File: config.mk
export PLATFORM = sky130hd
export DESIGN_NAME = bca_ram
export DESIGN_NICKNAME = d
export VERILOG_FILES = /design/src/bca_ram.sv
export SDC_FILE = /design/constraint.sdc
export NUM_CORES = 1
export LEC_CHECK = 0
export BUFFER_PORTS_ARGS = -buffer_cell sky130_fd_sc_hd__buf_4
export CELL_PAD_IN_SITES_DETAIL_PLACEMENT = 1
export CELL_PAD_IN_SITES_GLOBAL_PLACEMENT = 2
export CORE_AREA = 3 3 83 85
export CTS_CLUSTER_SIZE = 12
export DETAILED_ROUTE_END_ITERATION = 6
export DIE_AREA = 0 0 86 88
export PLACE_DENSITY = 0.94
export SLEW_MARGIN = 20
export SYNTH_ARGS = -nofsm -noshare
export SYNTH_HDL_FRONTEND = slang
export SYNTH_SLANG_ARGS = --single-unit
File: constraint.sdc
create_clock -name clk -period 5.75 [get_ports clk]
set_input_delay 0.8625 -clock clk [delete_from_list [all_inputs] [get_ports clk]]
set_output_delay 0.8625 -clock clk [all_outputs]
set_load 0.02 [all_outputs]
File: src/bca_ram.sv
`timescale 1ns / 1ps

module bca_ram #(
    parameter int WIDTH = 1,
    parameter int DEPTH = 64
) (
    input  logic                     clk,
    input  logic                     we,
    input  logic [$clog2(DEPTH)-1:0] waddr,
    input  logic [WIDTH-1:0]         wdata,
    input  logic                     re,
    input  logic [$clog2(DEPTH)-1:0] raddr,
    output logic [WIDTH-1:0]         rdata
);
    logic [WIDTH-1:0] mem [DEPTH];

    always_ff @(posedge clk)
    begin
        if (we)
        begin
            mem[waddr] <= wdata;
        end
        if (re)
        begin
            rdata <= mem[raddr];
        end
    end
endmodule

==> insert_results.sql <==
INSERT INTO impl_metrics (metric_group, metric, value, unit) VALUES
('status', 'status', 'complete, no violations', ''),
('grt', 'global_route_wire_length_before_repair', '9930', 'um'),
('setup_path', 'crit_arrival', '2.49', 'ns'),
('detailed_routing', 'detail_route.wirelength', '6140', 'um'),
('grt', 'maximum_number_of_pins_on_one_net_before_global_route_repair', '65', ''),
('setup_path', 'setup.reg_to_reg.worst_slack', '3.76', 'ns'),
('setup_path', 'worst_path_max_delay_cell', 'sky130_fd_sc_hd__mux4_1', ''),
('floorplanning', 'floorplan.rows', '29', ''),
('clocking', 'cts_post_setup_buffers_inserted', '0', ''),
('cells_and_area', 'layoutNonFillerInstCount', '301', ''),
('cells_and_area', 'final.fill_count', '630', ''),
('hold_path', 'hold_path.startpoint', 're', ''),
('hold_path', 'whs_endpoint', 'rdata', ''),
('synth', 'synth_area_per_cell', '14.3', 'um^2'),
('grt', 'first_global_vias', '1787', ''),
('setup_path', 'worst-setup-path-type', 'input pin to register', ''),
('setup_path', 'worst_r2r_path_depth', '4', ''),
('detailed_routing', 'wl_per_cell', '20.4', 'um'),
('floorplanning', 'floorplan.initialDensity', '0.466', ''),
('hold_path', 'hold_depth', '1', ''),
('detailed_routing', 'detail_route.first_pass.iterations', '4', ''),
('setup_path', 'regToRegStartpoint', 'mem[23]', ''),
('timing', 'worst_slew_pin_slew', '0.549', 'ns'),
('clocking', 'cts-resized-gates', '0', ''),
('clocking', 'cts-buffers-inserted', '9', ''),
('place', 'placement_cell_area', '3090', 'um^2'),
('clocking', 'clock_insertion_delay_worst_skew', '0.33', 'ns'),
('timing', 'fin_crit_sh', '0.418', ''),
('place', 'placement.io_buffers', '16', ''),
('cells_and_area', 'most-common-layout-cells', '67 x sky130_fd_sc_hd__nor2_1, 65 x sky130_fd_sc_hd__edfxtp_1, 16 x sky130_fd_sc_hd__buf_4', ''),
('detailed_routing', 'dr.first_iter.drc_count', '182', ''),
('clocking', 'clockBufferDepth', '2', ''),
('synth', 'syn-cell-area', '2920', 'um^2'),
('clocking', 'tritoncts_clock_tree', 'done', ''),
('grt', 'global_route.usage.met2', '0.283', ''),
('cells_and_area', 'final_common_cell', 'sky130_fd_sc_hd__nor2_1', ''),
('setup_path', 'cp_slowest_stage_delay', '0.57', 'ns'),
('timing', 'fmaxAchievable', '416', 'MHz'),
('hold_path', 'holdCritPathClass', 'input pin to register', ''),
('detailed_routing', 'drc', '0', ''),
('detailed_routing', 'drtAntennaViolNets', '0', ''),
('clocking', 'clock_sink_count', '65', ''),
('power', 'max-vdd-ir-drop', '0.154', 'mV'),
('timing', 'minimum_period_implied_by_the_final_worst_setup_slack', '2.40', 'ns'),
('floorplanning', 'die-area', '7570', 'um^2'),
('grt', 'overflow', '0', ''),
('floorplanning', 'dieHeight', '88', 'um'),
('clocking', 'h-tree-depth', '3', ''),
('place', 'gp_congestion', '0.717', ''),
('synth', 'yosysUniqueCellTypes', '24', ''),
('setup_path', 'worst-path-max-fanout', '13', ''),
('floorplanning', 'core_region_area', '6280', 'um^2'),
('synth', 'ys_seq_area_frac', '0.668', ''),
('place', 'place.detailed.instances', '285', ''),
('synth', 'synth_area_leader_cell', 'sky130_fd_sc_hd__edfxtp_1', ''),
('clocking', 'hold_buffers', '0', ''),
('cells_and_area', 'area_delta_synth_final', '11.6', '%'),
('synth', 'postSynthCellCount', '204', ''),
('timing', 'slew_headroom', '0.634', ''),
('timing', 'whs', '0.727', 'ns'),
('timing', 'final.setup_skew', '0.00694', 'ns'),
('cells_and_area', 'layout.core_utilization', '0.520', ''),
('setup_path', 'worstSetupEndpointType', 'register', ''),
('synth', 'yosysWarnings', '0', ''),
('synth', 'synth.net_count', '220', ''),
('timing', 'rsz0062_at_grt', 'no', ''),
('setup_path', 'timing.critical_path.cells', 'buf_4, mux4_1, mux4_2, or2_0, a32o_1', ''),
('clocking', 'clk_root_buffer_cell', 'sky130_fd_sc_hd__clkbuf_8', ''),
('synth', 'yosys.area.top_type_share', '0.668', ''),
('power', 'power.density', '290', 'nW/um^2'),
('power', 'leak_pwr', '1.02', 'nW');
==> cell families after synthesis <==
| group | Yosys count | share of synthesized area |
|---|---|---|
| mux | 17 | 0.140 |
| simple gates | 104 | 0.158 |
| compound gates | 6 | 0.0158 |
| flops | 65 | 0.668 |
| buf+inv | 12 | 0.0184 |
==> critical path: cells and delay by family <==
kind            cells  cell delay [ns]
buf+inv             1             0.19
mux                 2             1.03
compound gates      1             0.20
simple gates        1             0.21
==> sequential cells by signal, summed over array words and instances (netlist names) <==
name	cells
mem	64
rdata	1
==> layer usage <==
layer	share of wire	vias to the layer above
met5	0	-
met4	0.0034	0
met3	0.049	2
met2	0.51	46
met1	0.44	870
li1	-	797
==> through the flow <==
stage               setup slack, ns  power (mW)
floorplan                      3.21       0.575
global placement               3.04       0.599
detailed placement             2.99       0.601
CTS                            3.35       0.953
global route                   3.30       0.979
finish                         3.35       0.947
==> worst max path at each step <==
stage / depth (start not counted) / startpoint / end
2_1_floorplan: 5 / raddr[1] / rdata
6_report: 5 / raddr[1] / rdata
3_3_place_gp: 5 / raddr[1] / rdata
3_5_place_dp: 5 / raddr[1] / rdata
5_1_grt: 5 / raddr[1] / rdata
4_1_cts: 5 / raddr[1] / rdata
==> power breakdown <==
part           internal [mW]  switching, mW
sequential             0.525       0.000892
clock                  0.196          0.161
combinational         0.0258         0.0385
total                  0.747          0.200
==> synthesized netlist by cell type <==
master / count
sky130_fd_sc_hd__nor2_1: 67
sky130_fd_sc_hd__edfxtp_1: 65
sky130_fd_sc_hd__clkbuf_1: 10
sky130_fd_sc_hd__mux4_2: 10
sky130_fd_sc_hd__nand3_1: 9
sky130_fd_sc_hd__mux4_1: 7
sky130_fd_sc_hd__nand2_1: 7
sky130_fd_sc_hd__nor2b_1: 5
sky130_fd_sc_hd__nand3b_1: 4
sky130_fd_sc_hd__nand4_1: 3
sky130_fd_sc_hd__a22oi_1: 2
sky130_fd_sc_hd__nand2b_1: 2
sky130_fd_sc_hd__nor3_1: 2
sky130_fd_sc_hd__a21boi_0: 1
sky130_fd_sc_hd__a21oi_1: 1
sky130_fd_sc_hd__a32o_1: 1
sky130_fd_sc_hd__a41oi_1: 1
sky130_fd_sc_hd__and2b_1: 1
sky130_fd_sc_hd__buf_2: 1
sky130_fd_sc_hd__buf_6: 1
sky130_fd_sc_hd__nand4b_1: 1
sky130_fd_sc_hd__or2_0: 1
sky130_fd_sc_hd__or3_1: 1
sky130_fd_sc_hd__or3b_2: 1
==> area by class of cell <==
class | count | area (um^2) | area share
sequential | 65 | 1950 | 0.598
multi-input combinational | 127 | 918 | 0.281
tap | 77 | 96.3 | 0.0295
clock buffer | 11 | 131 | 0.0402
clock inverter | 5 | 46.3 | 0.0142
timing repair buffer | 16 | 120 | 0.0368
No activity file was read; power rests on OpenSTA's default activity.
