File: config.mk
export PLATFORM = sky130hd
export DESIGN_NAME = bca_divider
export DESIGN_NICKNAME = d
export VERILOG_FILES = /design/src/bca_pkg.sv /design/src/bca_divider.sv
export SDC_FILE = /design/constraint.sdc
export NUM_CORES = 1
export LEC_CHECK = 0
export ABC_AREA = 1
export BUFFER_PORTS_ARGS = -buffer_cell sky130_fd_sc_hd__buf_2
export CORE_MARGIN = 3
export CORE_UTILIZATION = 41
export DETAILED_ROUTE_END_ITERATION = 12
export GPL_ROUTABILITY_DRIVEN = 0
export GPL_TIMING_DRIVEN = 0
export PLACE_DENSITY = 0.62
export SETUP_SLACK_MARGIN = 0.5
export SYNTH_ARGS = -nofsm -noshare
export SYNTH_HDL_FRONTEND = slang
export SYNTH_SLANG_ARGS = --single-unit
File: constraint.sdc
create_clock -name clk -period 2.3 [get_ports clk]
set_input_delay 0.345 -clock clk [delete_from_list [all_inputs] [get_ports clk]]
set_output_delay 0.345 -clock clk [all_outputs]
set_load 0.1 [all_outputs]
File: src/bca_pkg.sv
`timescale 1ns / 1ps

package bca_pkg;

    // field and register widths
    localparam int SIZE_W      = 16;
    localparam int BYTES_W     = 13;
    localparam int COUNT_REG_W = 7;
    localparam int START_W     = 6;
    localparam int RUN_W       = 6;
    localparam int FREE_W      = 7;
    localparam int CFG_INDEX_W = 1;
    localparam int CFG_DATA_W  = 13;
    localparam int DIV_STEP_W  = $clog2(SIZE_W + 1);

    // register indexes
    localparam logic [CFG_INDEX_W-1:0] REG_BLOCKS_IN_USE = 1'd0;
    localparam logic [CFG_INDEX_W-1:0] REG_BLOCK_BYTES   = 1'd1;

    localparam logic [COUNT_REG_W-1:0] BLOCKS_IN_USE_RESET = 7'd64;
    localparam logic [BYTES_W-1:0]     BLOCK_BYTES_RESET   = 13'd32;

    // request modes
    localparam logic MODE_ALLOC   = 1'b0;
    localparam logic MODE_RELEASE = 1'b1;

    typedef enum logic [1:0] {
        STATUS_OK           = 2'd0,
        STATUS_NO_SPACE     = 2'd1,
        STATUS_OUT_OF_RANGE = 2'd2
    } status_t;

    typedef struct packed {
        logic               mode;
        logic [SIZE_W-1:0]  byte_size;
        logic [START_W-1:0] start_block;
    } req_word_t;

    typedef struct packed {
        status_t           status;
        logic [RUN_W-1:0]  run_start;
        logic [FREE_W-1:0] free_blocks;
    } rsp_word_t;

    // divider handshake
    typedef struct packed {
        logic               start;
        logic [SIZE_W-1:0]  dividend;
        logic [BYTES_W-1:0] divisor;
    } div_req_t;

    typedef struct packed {
        logic              done;
        logic [SIZE_W-1:0] quotient;
    } div_rsp_t;

endpackage

File: src/bca_divider.sv
`timescale 1ns / 1ps

// restoring divider, one quotient bit per cycle, rounds the quotient up
module bca_divider
    import bca_pkg::*;
(
    input  logic     clk,
    input  logic     rst_n,
    input  div_req_t req,
    output div_rsp_t rsp
);
    logic [SIZE_W-1:0]     quo_reg;
    logic [BYTES_W-1:0]    rem_reg;
    logic [BYTES_W-1:0]    dvs_reg;
    logic [DIV_STEP_W-1:0] step_reg;
    logic                  done_reg;
    logic [BYTES_W:0]      trial;
    logic                  fits;

    assign trial = {rem_reg, quo_reg[SIZE_W-1]};
    assign fits  = trial >= {1'b0, dvs_reg};

    always_ff @(posedge clk or negedge rst_n)
    begin
        if (!rst_n)
        begin
            step_reg <= '0;
            done_reg <= 1'b0;
        end
        else
        begin
            done_reg <= (step_reg == DIV_STEP_W'(1));
            if (req.start)
            begin
                step_reg <= DIV_STEP_W'(SIZE_W);
            end
            else if (step_reg != '0)
            begin
                step_reg <= step_reg - DIV_STEP_W'(1);
            end
        end
    end

    always_ff @(posedge clk)
    begin
        if (req.start)
        begin
            quo_reg <= req.dividend;
            rem_reg <= '0;
            // a zero block size counts as one byte
            dvs_reg <= (req.divisor == '0) ? BYTES_W'(1) : req.divisor;
        end
        else if (step_reg != '0)
        begin
            quo_reg <= {quo_reg[SIZE_W-2:0], fits};
            rem_reg <= fits ? BYTES_W'(trial - {1'b0, dvs_reg}) : trial[BYTES_W-1:0];
        end
    end

    assign rsp.done     = done_reg;
    assign rsp.quotient = quo_reg + SIZE_W'(rem_reg != '0);
endmodule

==> impl_results.md <==
- Register clock-pin slew on the reported worst setup and hold paths: 0.10 ns
- Startpoint kind of the worst setup timing path: register
- Count of flip-flops with a built-in enable after synthesis: 29
- Clock skew: 0.009856 ns
- Fillers: 677
- Vias in the first global route: 3000
- Power per Cell Area: 1111 nW/µm²
- Number of CTS-inserted buffers: 5
- Post-Syn Instances: 443
- Delay of the slowest cell on the worst path: 0.36 ns
- Worst Tran Pin Value: 0.4839 ns
- Worst hold path startpoint: req[2]
- Critical path endpoint category: output port
- Origin of the worst setup path: rem_reg[0]
- Remaining antenna violation count after routing: 0
- Achievable clock frequency: 359.9 MHz
- CTS Root Cell: clkbuf_8
- Total die area: 9159 µm²
- Final standard cell utilization of the core: 0.6395
- Cell types with the largest area share after synthesis: edfxtp_1 (26%), nand2_1 (15%), inv_1 (8.5%)
- Post-synthesis simple-gate area fraction: 0.3125
- Worst-case setup margin in the final layout: -0.4788 ns
- Biggest area consumer among synthesized cells: edfxtp_1
- Final standard cell count with taps included and fillers excluded: 637
- Syn-to-layout area delta: 50.55%
- Crit path arrival time: 2.43 ns
- Clock latency on the worst-skew pair: 0.30 ns
- CTS tree: done
- Most repeated cell in the gate-level netlist after synthesis: nand2_1
- Net count after synthesis: 495
- Placed Area: 3966 µm²
- Max-slew violation total from the final report: 0
- Final period util: 1.208
- Final number of hold-violating endpoints: 0
- Mapped Avg Cell Area: 7.448 µm²
- Number of storage elements in the synthesis netlist: 48
- Number of buffers added on ports: 48
- Fraction of registers with async set/reset: 0.1250
- Number of warning messages in the yosys log: 0
- Total number of vias: 3103
- Worst EP required: 1.96 ns
- Max-capacitance violation count: 0
- Chip width: 95.71 µm
- GRT Util Overall: 0.2031
- Register area: 1321 µm²
- TritonRoute pass-1 iters: 4
- Core Box Area: 7767 µm²
- Wirelength per Cell: 14.17 µm
- Dominant combinational cell family by area after synthesis: simple AND/OR/NAND/NOR gates
- Mux contribution to synthesized area: 0
- Pin count of the biggest net entering global routing: 17
- Power consumption: 0.005520 W
- Number of placed instances, taps included: 593
- Compound-cell area share of the yosys netlist: 0.05233
- Top flip-flop cell by instance count after synthesis: edfxtp_1
- Capture instance of the worst register-to-register path: quo_reg[0]
- Initial core utilization: 0.4248
- DRC violation total after the first TritonRoute iteration: 195
- R2R Path Start: quo_reg[15]
- Layout cells sized above 1: 0.3701
- Cells along the critical path: nor4_4, nand4_1, ha_2, buf_4, nand3_2, nor2_1, nand4_1, buf_4, nor3_4, xor2_4, buf_12
- Critical setup path kind: reg2out
- Slew Limit Headroom: 0.6774
- Area of the mapped netlist: 3299 µm²
- Count of endpoints failing setup in the final report: 14
- Flip-flop count of the largest register after layout: 16
- Worst-path fanout max: 3
- Hold-critical path endpoint: dvs_reg[2]
- Leakage power summed over all cells: 2.348 nW
- Setup slack of the worst register-to-register path: 0.19 ns
- Grt total ovfl: 0
- Total area of multi-input combinational cells: 2206 µm²
- Count of cell types in the netlist: 36
- Number of sinks on the clock net: 48
- Cell row count: 32
- H-Tree Level Count: 2
- IR drop worst, VDD: 561.6 µV
- Post-route cell area: 4967 µm²
- Portion of the post-synthesis area used by sequential elements: 0.3883
- Number of antenna violations at the first check in global routing: 0
- Setup repair after global routing missed its margin: yes
- Chip Height: 95.71 µm
- Post-detailed-route via-to-cell ratio: 4.871
- Xor/xnor share of the synthesized area: 0.04513
- Worst-case clock buffer depth: 2
- Top cell type's share of synthesized area: 0.2639
- Result of the run: finished, violations left
- Final Net Count: 586
- Antenna diode instance count: 0
- Most instantiated cells after synthesis: nand2_1 (131), inv_1 (75), edfxtp_1 (29)
- Path type of the worst min-delay path: in2reg
- Min Tclk post-route: 2.779 ns
- Post-synthesis adder-cell area fraction: 0.07812
- Worst path slowest cell: dfxtp_4
- Count of unresolved DRC violations after routing: 0
- Number of cell instances on the worst register-to-register path: 13
- WL final: 9026 µm
- I/O Pins: 49
- Count of cells along the worst hold path: 2
- Global-route wire length before repair: 14320 µm
- DPL Wire Length: 6359 µm
- Violated checks: negative setup slack
-- how the worst max path moves through the flow --
stage	endpoint	slack [ns]	cells after the start
final	rsp[15]	-0.48	11
after global routing	rsp[15]	-0.56	11
after CTS	rsp[15]	-0.43	10
after detailed placement	rsp[14]	-0.52	13
after global placement	rsp[14]	-0.52	13
after floorplan	rsp[14]	-0.30	12
-- worst max-delay path: cells and delay by family (launching register included) --
kind          cells  cell delay [ns]
simple gates      6             0.84
fa+ha+maj         1             0.26
xor+xnor          1             0.17
buf+inv           3             0.48
flops             1             0.36
-- stage by stage --
stage          TNS, ns  hold slack (ns)  setup WS, ns
4_1_cts         -3.648           0.2994       -0.4292
6_report        -4.389           0.3046       -0.4788
3_5_place_dp    -3.280           0.1829       -0.5205
2_1_floorplan   -1.541          0.04941       -0.3009
5_1_grt         -5.539           0.2938       -0.5630
3_3_place_gp    -3.409           0.1773       -0.5173
-- metal layers --
metal	up-vias	GRT usage	part of all wire
met1	1442	0.2828	0.46
met2	67	0.3237	0.48
met3	15	0.02737	0.040
met5	-	0	0
met4	0	0.07227	0.023
li1	1579	-	-
-- final cells by class --
class                      instances  share of cell area
sequential                        48              0.2660
clock buffer                       7             0.01537
timing repair inverter             1            0.001511
timing repair buffer              83              0.1602
clock inverter                     1            0.001763
inverter                          80             0.06171
buffer                            22             0.02368
multi-input combinational        293              0.4441
tap                              102             0.02569
-- logic make-up after synthesis --
| kind of cell | count (synthesis) |
|---|---|
| and+or+nand+nor | 226 |
| xor gates and xnor gates | 17 |
| adders and majority gates | 20 |
| AOI/OAI and AO/OA | 30 |
| buffers and inverters | 102 |
| DFF | 48 |
-- where the power goes --
part           internal, W  switching (W)  total (W)
Sequential         0.00117       0.000224    0.00140
Clock             0.000218       0.000290   0.000508
Combinational      0.00143        0.00218    0.00362
-- cells in the final DEF, fill, tap and decap left out, types with 5 or more instances in the layout --
master    instances
nand2_2          13
inv_2             5
nand3_2          15
inv_1            73
o21ai_0          10
nor2_4            6
edfxtp_1         29
nand4_1          17
xor2_4           10
buf_2            34
buf_6             9
a21oi_1           6
nand2_4           7
nor2_1           19
clkbuf_1         17
nand3_1          10
buf_12           17
nand2_1         114
dfrtp_1           6
ha_1             13
nand3_4           8
dfxtp_4          10
buf_4            26
clkbuf_8          5
-- what timing repair did --
item	CTS	global route
gates cloned	3	0
endpoints found under the setup margin	47	47
hold endpoints to repair	6	0
hold buffers	1	0
pin swaps	21	24
setup buffers	24	8
resized for setup	120	39
No activity file was read; power rests on OpenSTA's default activity.
